--- src/dsparse_pkg.sv ---
// Types, character codes and unit constants for the duration string parser.
package dsparse_pkg;

   typedef logic [7:0]  char_type;
   typedef logic [63:0] secs64_type;
   typedef logic [31:0] secs32_type;
   typedef logic [29:0] nano_type;

   localparam char_type CHAR_0 = 8'h30;
   localparam char_type CHAR_9 = 8'h39;
   localparam char_type CHAR_W = 8'h77;
   localparam char_type CHAR_D = 8'h64;
   localparam char_type CHAR_H = 8'h68;
   localparam char_type CHAR_M = 8'h6d;
   localparam char_type CHAR_S = 8'h73;

   localparam int UNIT_COUNT  = 5;
   localparam int UNIT_WEEK   = 0;
   localparam int UNIT_DAY    = 1;
   localparam int UNIT_HOUR   = 2;
   localparam int UNIT_MINUTE = 3;
   localparam int UNIT_SECOND = 4;

   localparam secs32_type SECS_PER_WEEK   = 32'd604800;
   localparam secs32_type SECS_PER_DAY    = 32'd86400;
   localparam secs32_type SECS_PER_HOUR   = 32'd3600;
   localparam secs32_type SECS_PER_MINUTE = 32'd60;
   localparam secs32_type SECS_PER_SECOND = 32'd1;

endpackage

--- src/duration_string_parser.sv ---
// Duration string parser: one character word per cycle while req_stall is low, one result word per string.
//
//   channel  direction  handshake            word
//   req      in         req_valid/req_stall  character, last flag, base seconds, base nanos
//   rsp      out        rsp_valid/rsp_stall  result seconds, result nanos, parse error
//
// One character word is taken every cycle while req_stall is low; throughput
// is set by the single character decode and unit multiply stage. After its
// last character is accepted, the result of a string passes through the finish,
// sum and output registers behind the input register. Reset clears the unit
// registers and all valid bits.
// A stalled result holds in the output register while the stages behind it
// keep filling; req_stall rises only when the finish path is full.
module duration_string_parser (
   input  logic                    clock,
   input  logic                    reset,
   input  logic                    req_valid,
   output logic                    req_stall,
   input  dsparse_pkg::char_type   req_character,
   input  logic                    req_last,
   input  dsparse_pkg::secs64_type req_base_seconds,
   input  dsparse_pkg::nano_type   req_base_nano,
   output logic                    rsp_valid,
   input  logic                    rsp_stall,
   output dsparse_pkg::secs64_type rsp_result_seconds,
   output dsparse_pkg::nano_type   rsp_result_nano,
   output logic                    rsp_parse_error
);
   import dsparse_pkg::*;

   logic       in_valid_ff;
   char_type   in_char_ff;
   logic       in_last_ff;
   secs64_type in_base_s_ff;
   nano_type   in_base_n_ff;

   secs32_type acc_ff, acc_in;
   secs32_type unit_ff [UNIT_COUNT];
   secs32_type unit_in [UNIT_COUNT];
   logic       err_ff, err_in;

   logic       fin_valid_ff;
   secs32_type fin_unit_ff [UNIT_COUNT];
   logic       fin_err_ff;
   secs64_type fin_base_s_ff;
   nano_type   fin_base_n_ff;

   logic       tot_valid_ff;
   secs32_type tot_sum_ff, tot_sum_in;
   logic       tot_err_ff;
   secs64_type tot_base_s_ff;
   nano_type   tot_base_n_ff;

   logic       rsp_valid_ff;
   secs64_type rsp_seconds_ff;
   nano_type   rsp_nano_ff;
   logic       rsp_err_ff;

   logic rsp_free, tot_free, fin_free, proc, in_free;

   logic                  is_digit;
   logic [UNIT_COUNT-1:0] unit_sel;
   logic [UNIT_COUNT-1:0] unit_nz;
   logic [UNIT_COUNT-1:0] smaller_nz;
   logic [UNIT_COUNT-1:0] unit_write;
   secs32_type            scale;
   secs32_type            product;
   char_type              digit8;
   secs32_type            acc_digit;
   logic                  order_err;

   assign rsp_free  = !rsp_valid_ff || !rsp_stall;
   assign tot_free  = !tot_valid_ff || rsp_free;
   assign fin_free  = !fin_valid_ff || tot_free;
   assign proc      = in_valid_ff && (!in_last_ff || fin_free);
   assign in_free   = !in_valid_ff || proc;
   assign req_stall = !in_free;

   always_comb begin
      is_digit = 1'b0;
      unit_sel = '0;
      scale    = '0;
      unique case (in_char_ff) inside
         [CHAR_0:CHAR_9]: is_digit = 1'b1;
         CHAR_W: begin
            unit_sel[UNIT_WEEK] = 1'b1;
            scale               = SECS_PER_WEEK;
         end
         CHAR_D: begin
            unit_sel[UNIT_DAY] = 1'b1;
            scale              = SECS_PER_DAY;
         end
         CHAR_H: begin
            unit_sel[UNIT_HOUR] = 1'b1;
            scale               = SECS_PER_HOUR;
         end
         CHAR_M: begin
            unit_sel[UNIT_MINUTE] = 1'b1;
            scale                 = SECS_PER_MINUTE;
         end
         CHAR_S: begin
            unit_sel[UNIT_SECOND] = 1'b1;
            scale                 = SECS_PER_SECOND;
         end
         default: ;
      endcase
   end

   assign product   = acc_ff * scale;
   assign digit8    = in_char_ff - CHAR_0;
   assign acc_digit = {acc_ff[28:0], 3'b000} + {acc_ff[30:0], 1'b0} + {24'd0, digit8};

   always_comb begin
      for (int i = 0; i < UNIT_COUNT; i++) begin
         unit_nz[i] = |unit_ff[i];
      end
      for (int i = 0; i < UNIT_COUNT; i++) begin
         smaller_nz[i] = 1'b0;
         for (int j = 0; j < UNIT_COUNT; j++) begin
            if (j > i) begin
               smaller_nz[i] = smaller_nz[i] | unit_nz[j];
            end
         end
      end
      unit_write = unit_sel & ~smaller_nz;
      order_err  = |(unit_sel & smaller_nz);
      for (int i = 0; i < UNIT_COUNT; i++) begin
         unit_in[i] = unit_write[i] ? product : unit_ff[i];
      end
      if (is_digit) begin
         acc_in = acc_digit;
      end else if (|unit_sel) begin
         acc_in = '0;
      end else begin
         acc_in = acc_ff;
      end
      err_in = err_ff || (is_digit && in_last_ff) || order_err || (!is_digit && !(|unit_sel));
   end

   always_comb begin
      tot_sum_in = '0;
      for (int i = 0; i < UNIT_COUNT; i++) begin
         tot_sum_in = tot_sum_in + fin_unit_ff[i];
      end
   end

   // control and parse state
   always_ff @(posedge clock) begin
      if (reset) begin
         in_valid_ff  <= 1'b0;
         fin_valid_ff <= 1'b0;
         tot_valid_ff <= 1'b0;
         rsp_valid_ff <= 1'b0;
         acc_ff       <= '0;
         err_ff       <= 1'b0;
         for (int i = 0; i < UNIT_COUNT; i++) begin
            unit_ff[i] <= '0;
         end
      end else begin
         if (in_free) begin
            in_valid_ff <= req_valid;
         end
         if (proc) begin
            if (in_last_ff) begin
               acc_ff <= '0;
               err_ff <= 1'b0;
               for (int i = 0; i < UNIT_COUNT; i++) begin
                  unit_ff[i] <= '0;
               end
            end else begin
               acc_ff <= acc_in;
               err_ff <= err_in;
               for (int i = 0; i < UNIT_COUNT; i++) begin
                  unit_ff[i] <= unit_in[i];
               end
            end
         end
         if (fin_free) begin
            fin_valid_ff <= proc && in_last_ff;
         end
         if (tot_free) begin
            tot_valid_ff <= fin_valid_ff;
         end
         if (rsp_free) begin
            rsp_valid_ff <= tot_valid_ff;
         end
      end
   end

   // payload
   always_ff @(posedge clock) begin
      if (in_free) begin
         in_char_ff   <= req_character;
         in_last_ff   <= req_last;
         in_base_s_ff <= req_base_seconds;
         in_base_n_ff <= req_base_nano;
      end
      if (fin_free && proc && in_last_ff) begin
         for (int i = 0; i < UNIT_COUNT; i++) begin
            fin_unit_ff[i] <= unit_in[i];
         end
         fin_err_ff    <= err_in;
         fin_base_s_ff <= in_base_s_ff;
         fin_base_n_ff <= in_base_n_ff;
      end
      if (tot_free && fin_valid_ff) begin
         tot_sum_ff    <= tot_sum_in;
         tot_err_ff    <= fin_err_ff;
         tot_base_s_ff <= fin_base_s_ff;
         tot_base_n_ff <= fin_base_n_ff;
      end
      if (rsp_free && tot_valid_ff) begin
         rsp_err_ff     <= tot_err_ff;
         rsp_seconds_ff <= tot_err_ff ? '0 : tot_base_s_ff - {32'd0, tot_sum_ff};
         rsp_nano_ff    <= tot_err_ff ? '0 : tot_base_n_ff;
      end
   end

   assign rsp_valid          = rsp_valid_ff;
   assign rsp_result_seconds = rsp_seconds_ff;
   assign rsp_result_nano    = rsp_nano_ff;
   assign rsp_parse_error    = rsp_err_ff;

endmodule

--- config.mk ---
export PLATFORM = sky130hd
export DESIGN_NAME = duration_string_parser
export DESIGN_NICKNAME = d
export VERILOG_FILES = /design/src/dsparse_pkg.sv /design/src/duration_string_parser.sv
export SDC_FILE = /design/constraint.sdc
export NUM_CORES = 2
export LEC_CHECK = 0
export ABC_AREA = 1
export BUFFER_PORTS_ARGS = -buffer_cell sky130_fd_sc_hd__buf_2
export CAP_MARGIN = 5
export CELL_PAD_IN_SITES_DETAIL_PLACEMENT = 0
export CELL_PAD_IN_SITES_GLOBAL_PLACEMENT = 1
export CORE_ASPECT_RATIO = 1.1
export CORE_MARGIN = 2
export CORE_UTILIZATION = 46
export CTS_CLUSTER_SIZE = 8
export DETAILED_ROUTE_END_ITERATION = 12
export GPL_TIMING_DRIVEN = 0
export PLACE_DENSITY_LB_ADDON = 0.1
export SYNTH_ARGS = -nofsm -noshare
export SYNTH_HDL_FRONTEND = slang
export SYNTH_SLANG_ARGS = --single-unit
export TNS_END_PERCENT = 50
--- constraint.sdc ---
create_clock -name clock -period 13.44 [get_ports clock]
set_input_delay 2.688 -clock clock [delete_from_list [all_inputs] [get_ports clock]]
set_output_delay 2.688 -clock clock [all_outputs]
set_load 0.1 [all_outputs]
### Yosys cells after proc, flatten, opt, wreduce, memory -nomap -nowiden

Memory sizes are Yosys's and may differ from the RTL's.
Index checks and enable logic that the tools add are counted.

* register bits: 457
* latch bits: 0
* bits in writable memories: 320
* memory bits (read-only): 0
* bits of input ports: 107
* output and inout port bits: 97
* logic and storage cells: 129
* memories: 2

* add/sub/neg operators: 8
* multipliers: 1
* div/mod/pow operators: 0
* $lt $le $gt $ge: 2
* equality and inequality tests: 5
* shift operators: 0
* mux-type cells: 38
* bitwise operators: 19
* reductions and logical operators: 34

Memory list
* fin_unit_ff: depth 5, bits a word 32, rd ports 5, clocked after Yosys merged registers in 0, write ports 5, line duration_string_parser.sv:43 `secs32_type fin_unit_ff [UNIT_COUNT];`
* unit_ff: depth 5, bits a word 32, rd ports 5, clocked after Yosys merged registers in 0, write ports 5, line duration_string_parser.sv:38 `secs32_type unit_ff [UNIT_COUNT];`

Operator list (number)
* 32-bit 2-to-1 mux: 18
* 32-bit adder: 5
* 32-bit OR reduction: 4
* 20-bit one-hot mux with 5 select lines: 1
* 64-bit by 32-bit subtractor with 64-bit output: 1
* 8-bit by 7-bit == test with 1-bit output, second input constant: 5
* 32-bit by 8-bit adder with 32-bit output: 1
* 32-bit by 32-bit multiplier with 32-bit output: 1
* 1-bit 2-to-1 mux: 19
* 1-bit OR: 16
* 5-bit OR reduction: 2
* 1-bit logical AND: 9
* 1-bit logical NOT: 9
* 8-bit by 6-bit >= comparator with 1-bit output, second input constant: 1
* 8-bit by 6-bit <= comparator with 1-bit output, second input constant: 1
* 1-bit logical OR: 8
* 8-bit by 6-bit subtractor with 8-bit output, second input constant: 1
* 5-bit by 4-bit AND with 5-bit output: 1
* 5-bit AND: 1
* 4-bit NOT with 5-bit output: 1
* 3-bit nonzero test: 1
* 2-bit AND reduction: 1

### Depth between registers and ports, before layout

* word-level depth: 11
* gate-level depth with buffers: 37
* mapped depth without buffers: 37

### Least setup slack after synthesis

OpenSTA, ideal clock, no wires.

* kind: input -> register
* start: input rsp_stall
* end: register fin_base_n_ff[0] (enable)
* library setup time: 0.879 ns
* arrival time: 13.569 ns
* required time: 12.561 ns
* path slack: -1.007 ns
* stages on the path: 5
* buffers on the path: 0
* cells stage by stage: nand2_1 -> nor2_1 -> inv_1 -> nor2_1 -> nor2_1

* word-level cells in the longest chain between the ends: 8

Ends and longest elaborated chain
* from (decl): line duration_string_parser.sv:24 `input logic rsp_stall,`
* 1-bit logical NOT *: line duration_string_parser.sv:72 `assign rsp_free = !rsp_valid_ff || !rsp_stall;`
* 1-bit logical OR *: line duration_string_parser.sv:72
* 1-bit logical OR *: line duration_string_parser.sv:73 `assign tot_free = !tot_valid_ff || rsp_free;`
* 1-bit logical OR *: line duration_string_parser.sv:74 `assign fin_free = !fin_valid_ff || tot_free;`
* 1-bit logical OR: line duration_string_parser.sv:75 `assign proc = in_valid_ff && (!in_last_ff || fin_free);`
* 1-bit logical AND: line duration_string_parser.sv:75
* 1-bit logical AND * (2 in series): line duration_string_parser.sv:198 `if (fin_free && proc && in_last_ff) begin`
* to (signal assigned): line duration_string_parser.sv:204 `fin_base_n_ff <= in_base_n_ff;`
* to (decl): line duration_string_parser.sv:46 `nano_type fin_base_n_ff;`

Mark *: on every way between the ends. The rest lies on a longest branch, timed or not.
A chain may end at the register's enable or synchronous reset.

==> flow_metrics.tcl <==
set metrics [dict create \
    grt_pass1_vias 32300 \
    critPathCaptureType "flop" \
    hold_slack_ns 0.4025 \
    vias_per_cell 5.051 \
    first_pass_iters 5 \
    clkTransAtPathRegs_ns 0.05 \
    synth_adder_area_share_pct 21.92 \
    skew_ns 0.05264 \
    setup-violations-final 0 \
    root_buffer "clkbuf_16" \
    antenna_found_initial 7 \
    synthMuxAreaShare_pct 0 \
    p_total_mw 5.846 \
    cts.sinks 777 \
    h-tree-depth 3 \
    worstHoldStart "in_base_n_ff[17]" \
    io-pin-count 204 \
    regToRegStartpoint "in_char_ff[4]" \
    place_congestion 0.8970 \
    antenna_left 0 \
    synth_compound_area_share_pct 7.593 \
    num_rows 123 \
    clock_path_buffers 3 \
    ys_seq_area_share_pct 48.78 \
    dieArea_um2 104900 \
    synth_simple_gate_area_share_pct 12.68 \
    postRouteWirelength_mm 126.7 \
    vias 31170 \
    detail_route.wl_per_cell_um 20.53 \
    max_stage_delay_ns 0.85 \
    portBuffers 203 \
    outcome "completed" \
    finalMaxSlewViolations 0 \
    drive_gt1_share_pct 9.720 \
    slew_headroom_pct 27.12 \
    yosys_warnings 0 \
    die_x_um 309.0 \
    arrival_ns 9.69 \
    holdBufCountCts 0 \
    grt_pass1_wl_mm 193.0 \
    drtIter0Drc 1927 \
    p_sw_mw 1.413 \
    max_slew.worst_pin.slew_ns 1.083 \
    netSwitchingFraction_pct 24.17 \
    pwr-share-seq_pct 47.9 \
    gr-total-overflow 0 \
    cts_resized 0 \
    crit_type "flop to flop" \
    cts_tree "done" \
    ys_seq_elements 777 \
    vdd_ir_drop_max_v 0.00009370 \
    synth_edf_count 740 \
    power.density_nw_per_um2 109.8 \
    hold_viol 0 \
    synthXorXnorAreaFrac_pct 1.563 \
    grt_usage_pct 24.55 \
    crit_path_max_fanout 10 \
    hold-path-endpoint "fin_base_n_ff[17]" \
    coreArea_um2 101900 \
    fin_crit_sh_pct 68.88 \
    synth_top_family_by_area "adder cells" \
    synthFlopType "edfxtp_1" \
    dp_hpwl_mm 102.2 \
    synthArstFlopShare_pct 0 \
    avgSynthCellArea_um2 10.63 \
    p_int_mw 4.433 \
    slowest_stage "xor2_1" \
    maxCapViolCount 0 \
    hp-class "flop to flop" \
    start_kind "flop" \
    timing.fmax_mhz 108.0 \
    insertion_delay_ns 0.70 \
    rsz0062_at_grt "no" \
    r2r_setup_slack_ns 4.18 \
    power_frac_clock_pct 41.9 \
    start_util_pct 46.21 \
    ff2ff_path_depth 30 \
    drc 0 \
    cp_data_required_time_ns 13.87 \
    cts-buffers-inserted 108 \
    die_height_um 339.5 \
    synthesis.area_um2 47080 \
    min_path_cells 0 \
    syn_inst 4427 \
    leakage_nw 22.88 \
    p_comb_share_pct 10.2 \
    r2r_end "unit_ff[0][84]" \
    cts_setup_buffers 0 \
    syn_to_final_growth_pct 13.11 \
    ys_types 49 \
    grt_max_degree 97 \
    period_needed_ns 9.258 \
    n_fill_cell 9361 \
    finalNetCount 5482 \
]
worst max-delay path: cells and delay by family (launching register included):
family	cells	cell delay, ns
adders and majority gates	9	3.91
buffers and inverters	8	1.88
and+or+nand+nor	10	1.47
xor gates and xnor gates	1	0.85
DFF	1	0.44
AOI/OAI and AO/OA	2	0.44
power by group through the flow:
stage | Clock, mW | Combinational [mW] | Sequential (mW)
after global routing | 2.60 | 0.673 | 2.80
after CTS | 2.51 | 0.602 | 2.80
after floorplan | 0 | 0.395 | 2.86
final | 2.45 | 0.595 | 2.80
after detailed placement | 0 | 0.599 | 2.84
after global placement | 0 | 0.584 | 2.86
logic make-up after synthesis:
kind of cell / Yosys count
simple gates: 1379
xor+xnor: 84
fa+ha+maj: 616
compound gates: 642
flops: 777
buf+inv: 928
other cells: 1
cell type report:
class	instances	area (um2)	area share, %
Clock buffer	136	2829	5.313
Buffer	83	335.3	0.6297
Clock inverter	9	171.4	0.3219
Timing Repair Buffer	220	1401	2.632
Tap cell	1375	1720	3.231
Multi-Input combinational cell	2724	20640	38.76
Antenna cell	1	2.502	0.004700
Inverter	845	3184	5.980
Sequential cell	777	22960	43.12
layer usage:
metal / vias up / track usage [%] / share of wire, %
met3: 217 / 2.791 / 3.8
met2: 724 / 44.39 / 52
met1: 15040 / 30.17 / 41
met4: 0 / 8.728 / 3.6
li1: 15190 / - / -
met5: - / 0 / 0
Yosys cell counts, types with 6 or more instances:
cell type  number  area (um2)
dfxtp_1        37       740.7
nand3_1        78       390.4
o21bai_1       24       180.2
nand2_1       600        2252
a21oi_1       274        1371
clkbuf_1       60       225.2
a31oi_1        18       112.6
a21o_1         13       97.59
o21a_1         21       157.7
fa_1          348        6967
nand4_1        30       187.7
nand2_2         8       50.05
nand3b_1       17       127.6
buf_2          13       65.06
buf_1           9       33.78
and2_1         34       212.7
nor4_1         41       256.5
inv_1         825        3097
o211ai_1        7       52.55
a211oi_1       19       142.6
o21ai_2         7       61.31
o21ai_0       184       920.9
inv_2          11       41.29
nor2_2         10       62.56
ha_1          268        3353
xnor2_1        31       271.5
xor2_1         53       464.2
o21ai_1        40       200.2
nor2_4          6       67.56
clkinv_1        7       26.28
edfxtp_1      740       22220
or2_2          54       337.8
nor3_1         33       165.2
a21boi_0       22       165.2
nor2_1        459        1723
worst max path at each step:
stage | start | to | slack [ns]
finish | in_char_ff[4] | unit_ff[0][84] | 4.18
global route | in_char_ff[4] | unit_ff[0][84] | 3.77
CTS | in_char_ff[4] | unit_ff[0][84] | 4.18
detailed placement | in_char_ff[4] | unit_ff[0][84] | 4.20
global placement | rsp_stall | fin_base_n_ff[28] | -0.37
floorplan | rsp_stall | fin_base_n_ff[0] | 3.39
state kept, by name, summed over array words and instances (netlist names), 32 cells and up:
signal and count:
acc_ff 32, fin_base_s_ff 64, fin_unit_ff 160, in_base_s_ff 64, rsp_result_seconds 64, tot_base_s_ff 64
tot_sum_ff 32, unit_ff 160
metrics by stage:
step / instance area (um2) / TNS, ns / setup slack [ns] / util [%] / instances
2_1_floorplan: 47090 / 0 / 3.394 / - / 4429
3_5_place_dp: 50240 / 0 / 4.196 / 49.32 / 6024
4_1_cts: 53240 / 0 / 4.184 / 52.26 / 6169
3_3_place_gp: 49820 / -82.63 / -0.3706 / 48.90 / 6007
5_1_grt: 53250 / 0 / 3.773 / 52.26 / 6170
6_report: 53250 / 0 / 4.182 / 52.26 / 6170
layout by cell type (no fill, tap or decap), types with 5 or more instances in the layout:
cell type / n
buf_1: 9
nand3b_1: 17
ha_1: 268
o21ai_0: 184
a31oi_1: 18
o21ai_2: 7
buf_2: 216
clkbuf_16: 109
and2_1: 34
fa_1: 348
clkbuf_1: 87
nor2_2: 10
inv_2: 11
buf_16: 6
a211oi_1: 19
nor2_1: 458
buf_12: 11
nand3_1: 78
a21o_1: 13
dfxtp_1: 37
nor2_4: 7
clkinv_1: 7
a21oi_1: 273
xnor2_1: 31
o21a_1: 21
edfxtp_1: 740
a21boi_0: 22
nand4_1: 30
xor2_1: 53
nand2_2: 8
inv_1: 823
nor4_1: 41
or2_2: 54
o211ai_1: 7
nor3_1: 32
o21ai_1: 40
nand2_1: 599
nand2_4: 5
o21bai_1: 24
Power figures use the tool's default switching activity.
